==> config.mk <==
export PLATFORM = sky130hd
export DESIGN_NAME = ryuv_csc
export DESIGN_NICKNAME = d
export VERILOG_FILES = /design/src/hw/rtl/ryuv_pkg.sv /design/src/hw/rtl/ryuv_csc.sv
export SDC_FILE = /design/constraint.sdc
export NUM_CORES = 1
export LEC_CHECK = 0
export ABC_AREA = 1
export BUFFER_PORTS_ARGS = -buffer_cell sky130_fd_sc_hd__buf_4
export CORE_MARGIN = 2
export CORE_UTILIZATION = 59
export CTS_CLUSTER_DIAMETER = 60
export CTS_CLUSTER_SIZE = 10
export DETAILED_ROUTE_END_ITERATION = 8
export PLACE_DENSITY = 0.87
export SLEW_MARGIN = 20
export SYNTH_ARGS = -nofsm -noshare
export SYNTH_HDL_FRONTEND = slang
export SYNTH_SLANG_ARGS = --single-unit
==> constraint.sdc <==
create_clock -name i_clk -period 7.3 [get_ports i_clk]
set_clock_uncertainty 0.15 [all_clocks]
set_input_delay 0 -clock i_clk [delete_from_list [all_inputs] [get_ports i_clk]]
set_output_delay 0 -clock i_clk [all_outputs]
set_load 0.02 [all_outputs]
==> src/hw/rtl/ryuv_pkg.sv <==
`timescale 1ns / 1ps
// Shared types and constants for the RGB to YUV 4:2:0 encoder.
package ryuv_pkg;

    localparam int unsigned PIX_W      = 8;
    localparam int unsigned CFG_W      = 13;
    localparam int unsigned ROW_W      = 12;
    localparam int unsigned HGT_W      = 13;
    localparam int unsigned SUM_W      = 10;
    localparam int unsigned LINE_W     = 2 * SUM_W;
    localparam int unsigned ACC_W      = 17;

    localparam int unsigned MAX_HEIGHT     = 4096;
    localparam int unsigned FRAME_W_RESET  = 640;
    localparam int unsigned FRAME_H_RESET  = 480;

    localparam logic CFG_FRAME_WIDTH  = 1'b0;
    localparam logic CFG_FRAME_HEIGHT = 1'b1;

    localparam int unsigned K_YR = 66;
    localparam int unsigned K_YG = 129;
    localparam int unsigned K_YB = 25;
    localparam int unsigned K_UR = 38;
    localparam int unsigned K_UG = 74;
    localparam int unsigned K_UB = 112;
    localparam int unsigned K_VR = 112;
    localparam int unsigned K_VG = 94;
    localparam int unsigned K_VB = 18;
    localparam int unsigned RND_OFS  = 128;
    localparam int unsigned UV_OFS   = 32768 + 128;
    localparam int unsigned Y_BIAS   = 16;
    localparam int unsigned AVG_RND  = 2;

    typedef struct packed {
        logic odd_col;
        logic odd_row;
        logic frame_last;
    } t_pix_ctrl;

    typedef struct packed {
        logic rd_en;
        logic wr_en;
    } t_line_ctl;

endpackage

==> src/hw/rtl/ryuv_csc.sv <==
`timescale 1ns / 1ps
// Color space conversion stage: registered Y, U and V of one pixel.
module ryuv_csc
    import ryuv_pkg::*;
(
    input  logic             i_clk,
    input  logic             i_en,
    input  logic [PIX_W-1:0] i_red,
    input  logic [PIX_W-1:0] i_green,
    input  logic [PIX_W-1:0] i_blue,
    output logic [PIX_W-1:0] o_luma,
    output logic [PIX_W-1:0] o_u,
    output logic [PIX_W-1:0] o_v
);

    logic [ACC_W-1:0] y_sum;
    logic [ACC_W-1:0] u_sum;
    logic [ACC_W-1:0] v_sum;
    logic [PIX_W-1:0] r_luma;
    logic [PIX_W-1:0] r_u;
    logic [PIX_W-1:0] r_v;

    always_comb begin
        y_sum = ACC_W'(RND_OFS) + ACC_W'(K_YR) * ACC_W'(i_red)
              + ACC_W'(K_YG) * ACC_W'(i_green) + ACC_W'(K_YB) * ACC_W'(i_blue);
        u_sum = ACC_W'(UV_OFS) + ACC_W'(K_UB) * ACC_W'(i_blue)
              - ACC_W'(K_UR) * ACC_W'(i_red) - ACC_W'(K_UG) * ACC_W'(i_green);
        v_sum = ACC_W'(UV_OFS) + ACC_W'(K_VR) * ACC_W'(i_red)
              - ACC_W'(K_VG) * ACC_W'(i_green) - ACC_W'(K_VB) * ACC_W'(i_blue);
    end

    always_ff @(posedge i_clk) begin
        if (i_en) begin
            r_luma <= y_sum[15:8] + PIX_W'(Y_BIAS);
            r_u    <= u_sum[15:8];
            r_v    <= v_sum[15:8];
        end
    end

    assign o_luma = r_luma;
    assign o_u    = r_u;
    assign o_v    = r_v;

endmodule

### After elaboration in Yosys (flattened, before gate mapping)

Index checks and enable logic that the tools add are counted.

| word-level totals | value |
|---|---|
| bits in registers | 24 |
| latch bits | 0 |
| bits in writable memories | 0 |
| ROM bits | 0 |
| bits of input ports | 26 |
| output and inout bits | 24 |
| word-level logic and storage cells | 22 |
| memories | 0 |

| cells by class | value |
|---|---|
| $add $sub $neg | 10 |
| $mul | 9 |
| divide/modulo/power cells | 0 |
| magnitude comparators | 0 |
| equality and inequality tests | 0 |
| shift operators | 0 |
| muxes and demuxes | 0 |
| bitwise logic cells | 0 |
| reductions and logical operators | 0 |

Operator list:

| kind | count |
|---|---|
| $mul A6 B8 Y14 const A | 3 |
| $add A16 B15 Y16 const A | 2 |
| $sub A16 B15 Y16 | 2 |
| $mul A5 B8 Y13 const A | 2 |
| $mul A3 B8 Y11 const A | 2 |
| $add A16 B13 Y16 | 1 |
| $add A16 B16 Y16 | 1 |
| $add A8 B15 Y16 const A | 1 |
| $mul A8 B8 Y16 const A | 1 |
| $sub A16 B13 Y16 | 1 |
| $sub A16 B14 Y16 | 1 |
| $mul A4 B8 Y12 const A | 1 |
| $add A8 B5 Y8 const B | 1 |

### Logic depth before layout (Yosys ltp)

| depth | value |
|---|---|
| word-level depth | 5 |
| depth in mapped cells | 28 |
| gate-level depth less buffers | 28 |

### Worst setup path before layout

No wires, ideal clock.

| path | value |
|---|---|
| path kind | input to register |
| start point | input i_red[2] |
| end point | register r_luma[6], in the netlist o_luma[6], data pin |
| library setup time | 0.257 ns |
| arrival | 4.610 ns |
| required time | 6.893 ns |
| setup slack | 2.283 ns |
| cell stages on the path | 22 |
| path buffers | 0 |
| cell sequence | ha_1 ha_1 ha_1 fa_1 xor2_1 ha_1 inv_1 fa_1 inv_1 fa_1 fa_1 ha_1 ha_1 nand2_2 nor2_4 inv_2 nor2_2 nand2_2 nand3_1 nand2_2 ha_1 xor2_1 |

| on the way | value |
|---|---|
| word-level cells in the longest chain between the ends | 5 |

Ends and longest elaborated chain:

| item | line | text |
|---|---|---|
| from (decl) | ryuv_csc.sv:8 | `input logic [PIX_W-1:0] i_red,` |
| $mul A6 B8 Y14 | ryuv_csc.sv:24 | `y_sum = ACC_W'(RND_OFS) + ACC_W'(K_YR) * ACC_W'(i_red)` |
| $add A8 B15 Y16 | ryuv_csc.sv:24 |  |
| $add A16 B16 Y16 | ryuv_csc.sv:25 | `+ ACC_W'(K_YG) * ACC_W'(i_green) + ACC_W'(K_YB) * ACC_W'(i_blue);` |
| $add A16 B13 Y16 | ryuv_csc.sv:25 |  |
| $add A8 B5 Y8 | ryuv_csc.sv:34 | `r_luma <= y_sum[15:8] + PIX_W'(Y_BIAS);` |
| to (signal assigned) | ryuv_csc.sv:34 |  |
| to (decl) | ryuv_csc.sv:19 | `logic [PIX_W-1:0] r_luma;` |

No other way between the ends.
A chain may end at the register's enable or synchronous reset.

### Worst setup path after layout

Same ends and word-level chain as after synthesis.

==> metrics.txt <==
Synth Flop Type edfxtp_1; Die Width ~120 microns; Max clock buf depth 2; post-synthesis register bit count 24; post-synth top area cell ha_1; Mapped Nets 1377; count leader, synth ha_1; Synth warnings 0; CP Max Fanout 8; fin. max-slew vios 0; met2 GRT Util 47.32%; most frequent CP cell ha_1; Tcrit/Tclk final between 70% and 80%; Via Count 7096; Seq/Total Area, Yosys roughly 8.4%; Routed Antenna Nets 0; Syn Inst Count ~1000; CTS tree done; antenna violations before repair 0; met1 GRT Util 33.98%; CTS Root Cell clkbuf_16; crit-path max cell delay 0.51 ns; Die Ht 124.8 microns; layout net count 1431; first-pass GRT wire length between 30000 and 40000 microns; io pins 50; Clk pin slew, worst setup/hold paths 0.08 ns; H-Tree Depth 1; fillcell total 1148; Req. time, crit path 7.19 ns; crit path cell chain buf_4 > ha_1 > ha_1 > ha_1 > fa_1 > xor2_1 > ha_1 > inv_1 > fa_1 > inv_1 > fa_1 > fa_1 > ha_1 > ha_1 > nand2_2 > nor2_1 > nand3_1 > nand4_1 > nand2_2 > ha_1 > xor2_1; row cnt between 40 and 50; Slowest cell on crit path fa_1; Critical Path Start Type input port; Resize count post-CTS 0; # diodes 0; largest net degree at the start of global routing 25; Initial DRC Count just over 400; Netlist cell types 33; Setup crit end kind register; Tot GR Track Use 27.16%; Detailed Routing Iterations Pass 1 6; Yosys top cell area share 32.85%; fmax ~0.19 GHz; status finished, final reports clean; met3 global-route usage under 10%; die area 0.01557 sq mm; CP bufs+invs 3; GPL Wtd Cong 0.9810; Starting Density 59.90%; hpwl dp 17050 microns; Mapped Area 0.008607 sq mm; routed wire length 20250 microns; share of cells above drive strength 1 approximately 6.5%; Post-synth EDFFs 24; Sink Count 24; Core ar. 0.01437 sq mm; class of the worst hold path in2reg; final core utilization 64.79%; final setup vio count 0; wire per inst between 15 and 20 microns; minimum clock period after layout 5.287 ns; syn avg cell area 8.292 sq um; area grow syn2layout 8.170%; busiest grt layer met2; unrepaired setup endpoints after global routing false; asr flop ratio synth 0%; total CTS buffers 3; setup_tns 0 ns; postcts setup bufs 0; maxcap violations 0; max_slew headroom between 60% and 70%; CP top delay family adder cells; Overflow after GRT 0; vias in the first global route roughly 7400; largest cells by area after synthesis ha_1, fa_1, inv_1, edfxtp_1, nand2_1; I/O Buffers around 50; Post-CTS Hold Buffers 0; # DRC 0; most frequent cells after synthesis ha_1, inv_1, nand2_1; vias per std cell around 5.6; worst setup path class in2reg; Worst-Margin Slew 0.5316 ns; Hold Vio Cnt, Final 0; Worst EP arrival 5.18 ns
metrics by stage:
step	hold WS (ns)	cell area [sq um]	worst slack (ns)	instances
after floorplan	-0.03750	8607	2.283	1038
after detailed placement	0.2779	9205	1.754	1271
final	0.01194	9310	2.013	1275
after global routing	0.02309	9310	1.627	1275
after global placement	0.2766	9205	1.953	1271
after CTS	0.02525	9310	2.027	1275
sequential cells by signal, indices dropped and copies added, names as in the netlist:
name    count
o_u         8
o_luma      8
o_v         8
routing by layer:
layer,wire (microns),vias up,part of all wire (%)
met2,9798,227,48
li1,-,3472,-
met5,0,-,0
met3,1336,51,6.6
met4,750,0,3.7
met1,8362,3346,41
final timing paths:
check / from / endpoint / cells after the start
setup / recovery: i_red[2] / o_luma[6] / 21
hold / removal: i_en / o_luma[0] / 1
layout make-up:
| cell class | count | area, sq um | share of cell area [%] |
|---|---|---|---|
| timing repair buffer | 49 | 367.9 | 3.951 |
| multi-input combinational | 790 | 7046 | 75.68 |
| sequential | 24 | 720.7 | 7.741 |
| inverter | 224 | 840.8 | 9.031 |
| clock buffer | 3 | 75.07 | 0.8063 |
| tap | 184 | 230.2 | 2.473 |
| clock inverter | 1 | 30.03 | 0.3225 |
logic make-up after synthesis:
group | share of synthesized area [%]
adders and majority gates | 53.09
and+or+nand+nor | 14.65
buffers and inverters | 9.769
AOI/OAI and AO/OA | 7.603
xor gates and xnor gates | 6.513
DFF | 8.373
layout by cell type (no fill, tap or decap), types with 3 or more instances in the layout:
cell type	instances
nand2_1	168
nand3_1	44
ha_1	226
nor3_1	8
inv_1	222
buf_4	49
fa_1	87
nand4_1	8
o211ai_1	3
xnor2_1	27
and2_1	3
nor2_1	48
o21bai_1	7
xor2_1	37
a31oi_1	3
a21o_1	3
nand2_2	10
a21oi_1	72
o21ai_1	3
edfxtp_1	24
o21ai_0	16
clkbuf_16	3
Power is not shown: default switching activity piles up to over one toggle a cycle in this logic, so the estimate is an artifact.
